**src/hw/rtl/hcpg_pkg.sv**
```systemverilog
// Shared types, widths, register codes and helpers for the Hilbert curve point generator.
// Depends on nothing; every other file of the block imports it.
package hcpg_pkg;

	// Fixed field widths
	localparam int IDX_W  = 16;
	localparam int CFG_W  = 16;
	localparam int ORD_W  = 5;
	// Axis components only shrink after the first halving; one guard bit covers negation
	localparam int AXIS_W = 17;
	// Base corner collects origin plus a series bounded by three times the axis range
	localparam int BASE_W = 20;

	// Register reset values: 144 x 168 display with a 10-pixel margin
	localparam logic signed [CFG_W-1:0] RST_ORIGIN_X  = 16'sd10;
	localparam logic signed [CFG_W-1:0] RST_ORIGIN_Y  = 16'sd10;
	localparam logic signed [CFG_W-1:0] RST_X_AXIS_DX = 16'sd124;
	localparam logic signed [CFG_W-1:0] RST_X_AXIS_DY = 16'sd10;
	localparam logic signed [CFG_W-1:0] RST_Y_AXIS_DX = 16'sd10;
	localparam logic signed [CFG_W-1:0] RST_Y_AXIS_DY = 16'sd148;
	localparam logic [3:0]              RST_ORDER     = 4'd4;

	typedef enum logic [2:0] {
		REG_ORIGIN_X    = 3'd0,
		REG_ORIGIN_Y    = 3'd1,
		REG_X_AXIS_DX   = 3'd2,
		REG_X_AXIS_DY   = 3'd3,
		REG_Y_AXIS_DX   = 3'd4,
		REG_Y_AXIS_DY   = 3'd5,
		REG_CURVE_ORDER = 3'd6
	} cfg_reg_t;

	// Per-word control that travels with the frame
	typedef struct packed {
		logic             valid;
		logic [IDX_W-1:0] idx;
		logic [ORD_W-1:0] ord;
		logic             draw;
		logic             last;
		logic             invalid;
	} meta_t;

	// Current sub-frame: base corner and two axis vectors
	typedef struct packed {
		logic signed [BASE_W-1:0] bx;
		logic signed [BASE_W-1:0] by;
		logic signed [AXIS_W-1:0] ax;
		logic signed [AXIS_W-1:0] ay;
		logic signed [AXIS_W-1:0] cx;
		logic signed [AXIS_W-1:0] cy;
	} frame_t;

	// Halve, truncating toward zero
	function automatic logic signed [AXIS_W-1:0] half(input logic signed [AXIS_W-1:0] v);
		logic signed [AXIS_W-1:0] t;
		t = v + $signed({{(AXIS_W-1){1'b0}}, v[AXIS_W-1]});
		return t >>> 1;
	endfunction

endpackage

```
**src/hw/rtl/hcpg_level.sv**
```systemverilog
// One level of the Hilbert descent: halve the axes and step into the sub-frame
// picked by one base-4 digit. Depends on hcpg_pkg.
module hcpg_level #(
	parameter int LVL = 1
) (
	input  logic           clk,
	input  logic           arst_n,
	input  hcpg_pkg::meta_t  meta_in,
	input  hcpg_pkg::frame_t frame_in,
	output hcpg_pkg::meta_t  meta_s1,
	output hcpg_pkg::frame_t frame_s1
);
	import hcpg_pkg::*;

	logic [1:0]               digit;
	logic                     active;
	logic signed [AXIS_W-1:0] hax, hay, hcx, hcy;
	frame_t                   nxt;

	// Pick this level's digit; levels past the index width read zero
	generate
		if (2 * (LVL - 1) < IDX_W) begin : g_digit
			assign digit = meta_in.idx[2*(LVL-1) +: 2];
		end else begin : g_zero
			assign digit = 2'b00;
		end
	endgenerate

	assign active = (meta_in.ord >= ORD_W'(LVL));

	assign hax = half(frame_in.ax);
	assign hay = half(frame_in.ay);
	assign hcx = half(frame_in.cx);
	assign hcy = half(frame_in.cy);

	// Select sub-frame
	always_comb begin
		nxt = frame_in;
		if (active) begin
			unique case (digit)
				2'd0: begin
					nxt.ax = hcx;
					nxt.ay = hcy;
					nxt.cx = hax;
					nxt.cy = hay;
				end
				2'd1: begin
					nxt.bx = frame_in.bx + BASE_W'(hax);
					nxt.by = frame_in.by + BASE_W'(hay);
					nxt.ax = hax;
					nxt.ay = hay;
					nxt.cx = hcx;
					nxt.cy = hcy;
				end
				2'd2: begin
					nxt.bx = frame_in.bx + BASE_W'(hax) + BASE_W'(hcx);
					nxt.by = frame_in.by + BASE_W'(hay) + BASE_W'(hcy);
					nxt.ax = hax;
					nxt.ay = hay;
					nxt.cx = hcx;
					nxt.cy = hcy;
				end
				default: begin
					nxt.bx = frame_in.bx + BASE_W'(hax) + BASE_W'(frame_in.cx);
					nxt.by = frame_in.by + BASE_W'(hay) + BASE_W'(frame_in.cy);
					nxt.ax = -hcx;
					nxt.ay = -hcy;
					nxt.cx = -hax;
					nxt.cy = -hay;
				end
			endcase
		end
	end

	// Advance valid bit and word control
	always_ff @(posedge clk or negedge arst_n) begin
		if (!arst_n) begin
			meta_s1 <= '0;
		end else begin
			meta_s1 <= meta_in;
		end
	end

	// Advance frame
	always_ff @(posedge clk) begin
		frame_s1 <= nxt;
	end

endmodule

```
**config.mk**
```make
export PLATFORM = sky130hd
export DESIGN_NAME = hcpg_level
export DESIGN_NICKNAME = d
export VERILOG_FILES = /design/src/hw/rtl/hcpg_pkg.sv /design/src/hw/rtl/hcpg_level.sv
export SDC_FILE = /design/constraint.sdc
export NUM_CORES = 1
export LEC_CHECK = 0
export ABC_AREA = 1
export BUFFER_PORTS_ARGS = -buffer_cell sky130_fd_sc_hd__buf_2
export CAP_MARGIN = 10
export CORE_MARGIN = 1.5
export CORE_UTILIZATION = 58
export CTS_CLUSTER_SIZE = 24
export DETAILED_ROUTE_END_ITERATION = 7
export GPL_TIMING_DRIVEN = 0
export PLACE_DENSITY = 0.92
export SETUP_SLACK_MARGIN = 0.05
export SLEW_MARGIN = 20
export SYNTH_ARGS = -nofsm -noshare
export SYNTH_HDL_FRONTEND = slang
export SYNTH_SLANG_ARGS = --single-unit
```
**constraint.sdc**
```tcl
create_clock -name clk -period 0.8 [get_ports clk]
set_input_delay 0.08 -clock clk [delete_from_list [all_inputs] [get_ports clk]]
set_output_delay 0.08 -clock clk [all_outputs]
set_load 0.005 [all_outputs]
```
==> results.md, run 1 <==
- Kind of the worst endpoint: sequential cell input
- Log Error: [ERROR DPL-0038] Utilization greater than 100%, impossible to legalize
- DPL Wire Length: around 48,000 µm
- Largest area contributor in the netlist: dfxtp_1
- Exit stage: 5_1_grt
- EDFF count, synth: 0
- Rows: between 50 and 60
- Number of synthesis warnings: 0
- Port bufs: approximately 270
- Status: did not finish
- Syn nets: about 2,400
- Seq/Total Area, Yosys: about a fifth
- Fraction of registers with async set/reset: roughly a fifth
- Largest net degree at the start of global routing: 26
- Distinct cells, synth: between 50 and 60
- Die X: 157 µm
- Initial Util: between 50 and 60%
- Cell Area, Synth: between 10,000 and 15,000 µm²
- Total CTS buffers: 17
- Commonest register cell after synthesis: dfxtp_1
- Root Buffer: clkbuf_16
- Syn avg cell area: between 6 and 7 µm²
- Yosys top cell area share: about 16%
- I/O pin count: 268
- Htree depth: 4
- Cells after synthesis: between 2,000 and 2,500
- Die Span Y: 157 µm
- Routability cong.: ~1.1
- CTS Buffer Depth: 2
- GR repair worst EP: frame_s1[104]$_DFF_P_/D
- Area contributors post-synth: dfxtp_1 16%, nand2_1 15%, ha_1 8.9%
- FF+latch count, synth: around 130
- Clock sink count: between 100 and 150
Yosys cell counts, types with 26 or more instances:
cell / count
nand2_2: 26
nand2_1: 534
a21oi_1: 155
nor2_1: 198
nand4_1: 56
o21ai_0: 146
o22ai_1: 27
nor3_1: 28
dfxtp_1: 108
inv_1: 247
nand3_1: 157
xor2_1: 44
ha_1: 97
clkbuf_1: 48
repair_timing:
| action | CTS |
|---|---|
| pin swaps | 174 |
| setup buffers | 136 |
| endpoints found under the setup margin | 241 |
| resized for setup | 423 |
| endpoints found under the hold margin | 111 |
| hold buffers | 85 |
cells by family after synthesis:
| kind of cell | after synthesis | synth area share (%) |
|---|---|---|
| buffers and inverters | 328 | 9.08 |
| flip-flops | 133 | 20.3 |
| AND/OR/NAND/NOR | 1090 | 36.0 |
| adder cells (fa/ha/maj) | 101 | 9.43 |
| AO/OA/AOI/OAI | 464 | 19.8 |
| XOR/XNOR | 72 | 5.39 |
metrics by stage:
| step | setup TNS [ns] | hold slack, ns | cells | instance area [µm²] | worst slack, ns |
|---|---|---|---|---|---|
| floorplan | -126.97 | -0.216 | 2188 | 14800 | -2.45 |
| global placement | -200.87 | 0.0809 | 2772 | 16500 | -3.58 |
| detailed placement | -205.04 | 0.0883 | 2772 | 16500 | -3.66 |
| CTS | -144.71 | -0.0193 | 3025 | 20900 | -2.50 |
==> run 2: changes to the inputs <==
- CORE_UTILIZATION: 58 -> 40
- CTS_CLUSTER_SIZE: 24 -> unset
- PLACE_DENSITY: 0.92 -> unset
- PLACE_DENSITY_LB_ADDON: unset -> 0.15
- SETUP_SLACK_MARGIN: 0.05 -> unset
==> results.md, run 2 <==
- Routability cong.: 0.987
- Reg with most FFs: frame_s1
- Final Cycle Share: 429%
- Internal Power: about 23 mW
- Hold-critical path depth: 4
- Die X: 188 µm
- Req. time, crit path: approximately 1.2 ns
- Overall power: about 40 mW
- Status: complete, but fails checks
- Top Registers: frame_s1 x108, meta_s1 x25
- DPL Wire Length: 51,800 µm
- Combinational share of power: 58.6%
- Setup WS pre-CTS: -3.72 ns
- TritonCTS clock tree: done
- Most frequent cells in the layout: 387 x nand2_1, 253 x buf_2, 184 x buf_4
- Switching power: between 15 and 20 mW
- Layout cell share with drive strength beyond 1: around 47%
- Clock sink count: 133
- Full die area: 35,400 µm²
- CTS clk-pin slew, worst paths: about 0.070 ns
- VDD IR max: roughly 1500 µV
- Antenna viol nets, final: 0
- Largest net degree at the start of global routing: 26
- Most common cell after layout, fill and taps aside: nand2_1
- Rows: 67
- Drt pass-1 iters: 6
- TNS Setup: -171.65 ns
- Worst-margin pin slew: 1.01 ns
- Startpoint Class: primary input
- Vias per cell: approximately 5.9
- EDFF count, synth: 0
- Seq/Total Area, Yosys: 20.3%
- Cell Area, Synth: approximately 14,000 µm²
- Final-report setup violation count: between 200 and 250
- Max-Cap Viols: 0
- First-pass GRT wire length: around 110,000 µm
- FF+latch count, synth: roughly 130
- Cell with the most instances after synthesis: nand2_1
- First DRT Iteration DRCs: 2,084
- Fraction of registers with async set/reset: 18.8%
- Final Hold Violating Endpoints: 0
- WHS: between 0.01 and 0.015 ns
- Worst min path class: primary input to flop
- Yosys top cell area share: between 10% and 20%
- Switching part of the total: a little over two fifths
- Area contributors post-synth: dfxtp_1 16%, nand2_1 15%, ha_1 8.9%
- I/O pin count: 268
- Syn avg cell area: around 6.3 µm²
- CTS Buffer Depth: 2
- RSZ-0062 raised after global routing: true
- Fillers: 2,734
- Post-synth top cells: 534 x nand2_1, 247 x inv_1, 198 x nor2_1
- Max reg flops: between 100 and 150
- Power Density: about 1700 nW/µm²
- Relative slew slack: between 30% and 40%
- Root Buffer: clkbuf_16
- Number of nets in the layout: roughly 3,000
- Crit. End Element: flop
- Vias in the first global route: between 15,000 and 20,000
- Fin worst setup slack: -2.63 ns
- DR vias: around 19,000
- Final WL: 74,500 µm
- Port bufs: 265
- Diode count: 0
- Die Span Y: between 150 and 200 µm
- Overall Global Routing Usage: between 30% and 40%
- Slew Viols, Final: 0
- Largest area contributor in the netlist: dfxtp_1
- Number of synthesis warnings: 0
- Commonest register cell after synthesis: dfxtp_1
- Fin crit period: about 3.4 ns
- Core area: 33,600 µm²
- Failing checks: negative setup slack
- Total CTS buffers: 17
- Global route total overflow: 0
- Initial antenna violation count: 1
- Max FO, Critical Path: 4
- Max Fclk: 291 MHz
- DR DRC count: 0
- Syn-to-layout area delta: 73.5%
- Final instance area: 23,800 µm²
- Initial Util: 40.8%
- WP data arrival: approximately 3.8 ns
- Reg power frac: between 20% and 30%
- Pleak: 10.7 nW
- Htree depth: 4
- Setup Crit Path Kind: primary input to flop
- Clk network pwr share: a little over a fifth
- Hold Startpoint: frame_in[67]
- Syn nets: approximately 2,400
- Avg WL per Cell: 22.9 µm
- Worst min-delay path endpoint: frame_s1[67]
- Distinct cells, synth: between 50 and 60
- Cells after synthesis: 2,188
- Area after DPL: 16,700 µm²
run 2: cell counts after synthesis:
No cell type changed its count.
run 2: layout make-up:
type / count / area (µm²) / share of cell area [%]
multi-input cells: 1727 / 14000 / 58.9
repair buffers: 584 / 4290 / 18.0
flip-flops and latches: 133 / 2790 / 11.7
inverters: 267 / 1100 / 4.61
well taps: 448 / 561 / 2.36
plain buffers: 61 / 428 / 1.80
clock buffers: 17 / 425 / 1.79
clock inverters: 15 / 183 / 0.768
run 2: worst max-delay path, stage by stage:
cell	delay, ns
buf_12	0.10
nand2_8	0.06
inv_4	0.05
ha_4	0.14
nand2_4	0.07
nor2_4	0.20
buf_4	0.15
buf_6	0.10
xor2_4	0.27
ha_4	0.22
nand4_1	0.13
nor2_2	0.22
nor2_4	0.07
o21ai_4	0.19
xor2_2	0.26
ha_4	0.26
nand2_2	0.08
nand2_2	0.07
a21oi_2	0.14
inv_1	0.06
a21oi_2	0.17
o21ai_4	0.11
a21oi_4	0.22
inv_1	0.07
nand2_1	0.08
nand3_2	0.10
a21oi_2	0.14
run 2: how the worst max path moves through the flow:
stage,from,endpoint,cells after the start
after floorplan,frame_in[50],frame_s1[84],31
after global placement,frame_in[50],frame_s1[87],28
after detailed placement,frame_in[50],frame_s1[87],28
after CTS,frame_in[50],frame_s1[85],31
after global routing,frame_in[50],frame_s1[84],33
final,frame_in[50],frame_s1[87],27
run 2: stage by stage:
step	instances	util [%]
floorplan	2188	-
global placement	2901	49.7
detailed placement	2901	49.7
CTS	3183	64.4
global route	3252	70.8
finish	3252	70.8
run 2: cells by family (layout without fill, tap and decap cells):
kind of cell / Yosys count / count (layout) / share of synthesized area, %
buffers and inverters: 328 / 944 / 9.08
AO/OA/AOI/OAI: 464 / 464 / 19.8
adder cells (fa/ha/maj): 101 / 101 / 9.43
XOR/XNOR: 72 / 72 / 5.39
AND/OR/NAND/NOR: 1090 / 1090 / 36.0
flip-flops: 133 / 133 / 20.3
run 2: power by group through the flow:
| stage | logic [mW] | registers (mW) | clock network (mW) |
|---|---|---|---|
| after floorplan | 9.30 | 8.41 | 0 |
| after global placement | 14.4 | 8.18 | 0 |
| after detailed placement | 14.5 | 8.20 | 0 |
| after CTS | 19.5 | 8.07 | 8.51 |
| after global routing | 24.8 | 8.18 | 8.80 |
| final | 23.5 | 8.08 | 8.50 |
run 2: repair_timing:
item / in CTS / in global routing
resized for setup: 488 / 373
endpoints found under the setup margin: 241 / 241
setup buffers: 153 / 70
hold endpoints to repair: 121 / 2
hold buffers: 97 / 2
pin swaps: 218 / 184
run 2: layer usage:
metal | vias to the layer above | global-route usage [%] | share of wire (%)
met5 | - | 0 | 0
li1 | 8571 | - | -
met2 | 1179 | 63.5 | 46
met1 | 9033 | 49.1 | 38
met4 | 0 | 23.1 | 6.7
met3 | 307 | 6.92 | 9.2
Power figures use the tool's default switching activity.
==> run 3: changes to the inputs <==
- CORE_UTILIZATION: 40 -> 30
- clock period: 0.8 -> 2.8 ns (I/O delays scaled with it)
==> results.md, run 3 (synthesis results as in run 2) <==
- Status: complete, but fails checks
- Failing checks: negative setup slack
- Final-report setup violation count: 30
- Power Density: 502 nW/µm²
- Drt pass-1 iters: 6
- Root Buffer: clkbuf_16
- CP startpoint: frame_in[67]
- Final WL: between 70,000 and 80,000 µm
- TNS Setup: -16.35 ns
- Hold-critical path depth: 3
- Placed Cells: 3,053
- Pleak: roughly 10 nW
- Fillers: ~4,600
- GR Layer Usage met3: a little under 6%
- TritonCTS clock tree: done
- Layout cell share with drive strength beyond 1: 39.1%
- Switching power: between 4 and 5 mW
- Max FO, Critical Path: 5
- Clock sink count: 133
- Full die area: about 47,000 µm²
- First-pass GRT wire length: 103,000 µm
- Area after DPL: about 16,000 µm²
- Most common cell after layout, fill and taps aside: nand2_1
- Largest net degree at the start of global routing: 26
- Syn-to-layout area delta: 55.6%
- Reg with most FFs: frame_s1
- Met1 Use GR: between 30% and 40%
- Met2 Resource Use GR: approximately 48%
- Fin worst setup slack: -0.813 ns
- Final instance area: between 20,000 and 25,000 µm²
- Max reg flops: 108
- Relative slew slack: 21.4%
- Top Registers: frame_s1 x108, meta_s1 x25
- Clk network pwr share: about a fifth
- CTS Buffer Depth: 2
- Total CTS buffers: 17
- DR DRC count: 0
- Htree depth: 4
- Vias in the first global route: 16,900
- Reg power frac: between 20% and 30%
- Final Hold Violating Endpoints: 0
- DPL Wire Length: between 50,000 and 60,000 µm
- Slew Viols, Final: 0
- Internal Power: slightly above 6 mW
- Routability cong.: just under 1
- Rows: 78
- Max Fclk: between 200 and 300 MHz
- Global route total overflow: 0
- Req. time, crit path: about 3.2 ns
- Combinational share of power: approximately 57%
- Switching part of the total: a little over two fifths
- I/O pin count: 268
- Overall Global Routing Usage: just under 30%
- Diode count: 0
- Startpoint Class: primary input
- FF+latch area: around 2800 µm²
- Setup Crit Path Kind: primary input to flop
- Die X: between 200 and 250 µm
- Most frequent cells in the layout: 438 x nand2_1, 268 x buf_2, 202 x inv_1
- Avg WL per Cell: 21.8 µm
- Hold Startpoint: frame_in[106]
- Die Span Y: between 200 and 250 µm
- Port bufs: about 270
- Multi-input gate area in the final layout: 12,800 µm²
- Vias per cell: about 5.4
- CTS clk-pin slew, worst paths: ~0.060 ns
- RSZ-0062 raised after global routing: true
- Non-Filler Instances: roughly 3,300
- Worst min-delay path endpoint: frame_s1[106]
- Worst-margin pin slew: ~1.2 ns
- Max-Cap Viols: 0
- WP data arrival: around 4.0 ns
- Worst min path class: primary input to flop
- First DRT Iteration DRCs: about 1,600
- Initial Util: 30.3%
- Final Cycle Share: 129%
- Antenna viol nets, final: 0
- Number of nets in the layout: 2,914
- Core area: around 45,000 µm²
- DR vias: between 15,000 and 20,000
- Initial antenna violation count: 3
- Top Usage Layer GRT: met2
- Crit. End Element: flop
- Fin crit period: about 3.6 ns
- VDD IR max: about 400 µV
run 3: worst max path at each step:
stage | endpoint | slack (ns)
final | frame_s1[102] | -0.81
after global routing | frame_s1[102] | -0.97
after global placement | frame_s1[87] | -1.93
after detailed placement | frame_s1[87] | -1.90
after floorplan | frame_s1[84] | -0.65
after CTS | frame_s1[107] | -0.71
run 3: what timing repair did:
action | in CTS | in global routing
endpoints found under the hold margin | 52 | 0
setup buffers | 132 | 50
cloned | 0 | 0
setup endpoints to repair | 34 | 36
hold buffers | 28 | 0
pin swaps | 186 | 173
gates resized for setup | 349 | 221
run 3: cell type report:
class / instances / area share [%]
Inverter: 267 / 4.97
Buffer: 61 / 1.15
Clock inverter: 10 / 0.463
Clock buffer: 22 / 2.22
Timing Repair Buffer: 471 / 14.8
Multi-Input combinational cell: 1727 / 59.8
Tap cell: 600 / 3.52
Sequential cell: 133 / 13.1
run 3: metrics by stage:
| step | power (mW) | hold slack [ns] | utilization, % | setup slack (ns) |
|---|---|---|---|---|
| 2_1_floorplan | 4.96 | -0.0156 | - | -0.647 |
| 4_1_cts | 9.84 | 0.0273 | 44.0 | -0.711 |
| 5_1_grt | 11.3 | 0.0609 | 47.1 | -0.970 |
| 6_report | 10.7 | 0.0682 | 47.1 | -0.813 |
| 3_3_place_gp | 6.41 | 0.281 | 36.2 | -1.93 |
| 3_5_place_dp | 6.41 | 0.292 | 36.2 | -1.90 |
run 3: worst max-delay path: stages:
cell and delay (ns):
buf_12 0.09, nand2_8 0.06, inv_4 0.05, ha_4 0.13, nand2_4 0.07, nor2_4 0.18
nand2_8 0.11, xnor2_4 0.35, ha_4 0.27, a21o_1 0.17, nor2_2 0.14, o21ai_4 0.11
buf_12 0.14, xor2_4 0.16, ha_4 0.31, nand2_4 0.07, nor2_4 0.10, nand4_1 0.09
o211ai_1 0.42, a21oi_1 0.16, or2_4 0.24, nand3_1 0.07, nand3_1 0.10, nand2_1 0.07
inv_1 0.03
run 3: power by group through the flow:
stage	combinational, mW	clock [mW]	sequential (mW)
after global routing	6.57	2.42	2.33
after detailed placement	4.06	0	2.35
after CTS	5.17	2.36	2.31
after floorplan	2.56	0	2.40
final	6.12	2.28	2.31
after global placement	4.06	0	2.35
run 3: metal layers:
metal | up-vias | share of wire, %
met1 | 8364 | 41
met3 | 204 | 8.1
met4 | 4 | 4.9
met5 | - | 0.035
met2 | 889 | 46
li1 | 8309 | -
==> run 4: changes to the inputs <==
- BUFFER_PORTS_ARGS: -buffer_cell sky130_fd_sc_hd__buf_2 -> -buffer_cell sky130_fd_sc_hd__buf_4
- RECOVER_POWER: unset -> 25
==> results.md, run 4 (synthesis results as in run 2) <==
- Port bufs: approximately 270
- Avg WL per Cell: ~22 µm
- Global route total overflow: 0
- Hold Startpoint: frame_in[105]
- Final instance area: between 20,000 and 25,000 µm²
- CTS clk-pin slew, worst paths: 0.06 ns
- Most frequent cells in the layout: 437 x nand2_1, 382 x buf_4, 197 x inv_1
- Root Buffer: clkbuf_16
- Final Cycle Share: 130%
- Top Registers: frame_s1 x108, meta_s1 x25
- Initial Util: a little under a third
- Core area: between 40,000 and 50,000 µm²
- Syn-to-layout area delta: 60.0%
- Final Hold Violating Endpoints: 0
- RSZ-0062 raised after global routing: true
- Rows: 78
- Fillers: 4,568
- Worst min-delay path endpoint: frame_s1[105]
- Req. time, crit path: between 3 and 4 ns
- Multi-input gate area in the final layout: approximately 13,000 µm²
- Power Density: 498 nW/µm²
- Largest net degree at the start of global routing: 26
- Fin crit period: around 3.6 ns
- Final WL: between 70,000 and 80,000 µm
- Diode count: 0
- TritonCTS clock tree: done
- Worst-margin pin slew: 1.32 ns
- Area after DPL: 17,000 µm²
- Final-report setup violation count: 38
- CP startpoint: frame_in[51]
- Relative slew slack: 12.1%
- Fin worst setup slack: -0.829 ns
- Number of nets in the layout: slightly below 3,000
- Htree depth: 4
- First-pass GRT wire length: around 100,000 µm
- Failing checks: negative setup slack
- FF+latch area: about 2800 µm²
- Max reg flops: roughly 110
- Reg with most FFs: frame_s1
- DR DRC count: 0
- Drt pass-1 iters: 7
- WP data arrival: 4.02 ns
- Die X: 217 µm
- Layout cell share with drive strength beyond 1: 38.8%
- Startpoint Class: primary input
- Max FO, Critical Path: 5
- Initial antenna violation count: 0
- Crit. End Element: flop
- Worst min path class: primary input to flop
- Slew Viols, Final: 0
- Antenna viol nets, final: 0
- Routability cong.: between 0.9 and 1
- Status: complete, but fails checks
- First DRT Iteration DRCs: roughly 1,600
- Total CTS buffers: 17
- TNS Setup: -17.75 ns
- DPL Wire Length: 54,900 µm
- Most common cell after layout, fill and taps aside: nand2_1
- VDD IR max: 423 µV
- Vias in the first global route: approximately 17,000
- Setup WS pre-CTS: -1.93 ns
- Vias per cell: between 5 and 6
- Max-Cap Viols: 0
- Overall Global Routing Usage: approximately 30%
- Full die area: 47,000 µm²
- CTS Buffer Depth: 2
- Die Span Y: between 200 and 250 µm
- DR vias: between 15,000 and 20,000
- Clock sink count: 133
- Pleak: approximately 10 nW
- I/O pin count: between 200 and 300
- Max Fclk: 276 MHz
- Setup Crit Path Kind: primary input to flop
- Hold-critical path depth: 3
==> run 4: cell count changes in the layout (fill, tap and decap cells not counted), moves of 6 or more <==
| cell | previous run | this run |
|---|---|---|
| nor2_1 | 151 | 165 |
| inv_2 | 44 | 50 |
| buf_4 | 156 | 382 |
| buf_2 | 268 | 10 |
| clkbuf_4 | 1 | 34 |
| buf_6 | 15 | 28 |
| nor2_2 | 43 | 32 |
| clkbuf_1 | 48 | 56 |
==> run 4: what timing repair did <==
action | in CTS | in global routing
gates resized for setup | 320 | 229
endpoints found under the setup margin | 34 | 34
buffers inserted | 144 | 50
hold buffers | 30 | 0
pin swaps | 196 | 158
hold endpoints to repair | 54 | 0
==> run 4: area by class of cell <==
cell class / instances / share of cell area (%)
clock inverter: 13 / 0.673
tap: 600 / 3.42
timing repair buffer: 487 / 17.7
sequential: 133 / 12.7
inverter: 267 / 4.85
clock buffer: 19 / 1.97
multi-input combinational: 1727 / 57.6
buffer: 61 / 1.11
==> run 4: critical path, cell delays in order <==
cell and delay [ns]:
buf_8 0.09, nand2_8 0.05, inv_4 0.05, ha_4 0.13
nand2_4 0.08, nor2_4 0.20, nand2_8 0.13, xnor2_4 0.16
buf_12 0.15, ha_4 0.29, nand4_1 0.17, o21ai_4 0.28
nand2_4 0.10, nand2_4 0.09, nand3b_1 0.13, nand2_1 0.12
nand2_2 0.05, and2_4 0.15, ha_4 0.27, nand4_1 0.12
inv_1 0.11, nand2_2 0.06, o21bai_1 0.15, nand3_1 0.12
nand3b_1 0.12, nand3_1 0.09, a21oi_2 0.25
==> run 4: worst max-delay path by stage <==
stage	endpoint	slack [ns]
floorplan	frame_s1[84]	-0.65
global placement	frame_s1[87]	-1.86
global route	frame_s1[87]	-0.93
detailed placement	frame_s1[87]	-1.93
finish	frame_s1[107]	-0.83
CTS	frame_s1[107]	-0.69
==> run 4: metal layers <==
layer,track usage (%),vias up,share of wire [%]
met5,0,-,0
met4,13.1,0,4.2
met3,4.75,169,6.6
met2,48.8,763,47
met1,38.7,8465,42
li1,-,8369,-
==> run 4: power breakdown <==
group | internal [mW] | total [mW] | switching [mW] | leakage, nW
sequential | 2.23 | 2.33 | 0.0964 | 1.20
clock | 1.32 | 2.34 | 1.02 | 0.283
combinational | 2.81 | 6.27 | 3.46 | 8.48
total | 6.36 | 10.9 | 4.57 | 9.96
==> run 4: through the flow <==
step / power [mW] / hold slack (ns) / std cells / util, %
2_1_floorplan: 4.96 / -0.0156 / 2188 / -
3_3_place_gp: 6.65 / 0.192 / 3053 / 37.6
3_5_place_dp: 6.66 / 0.197 / 3053 / 37.6
4_1_cts: 10.1 / 0.00527 / 3259 / 45.4
5_1_grt: 11.5 / 0.0382 / 3307 / 48.5
6_report: 10.9 / 0.0426 / 3307 / 48.5
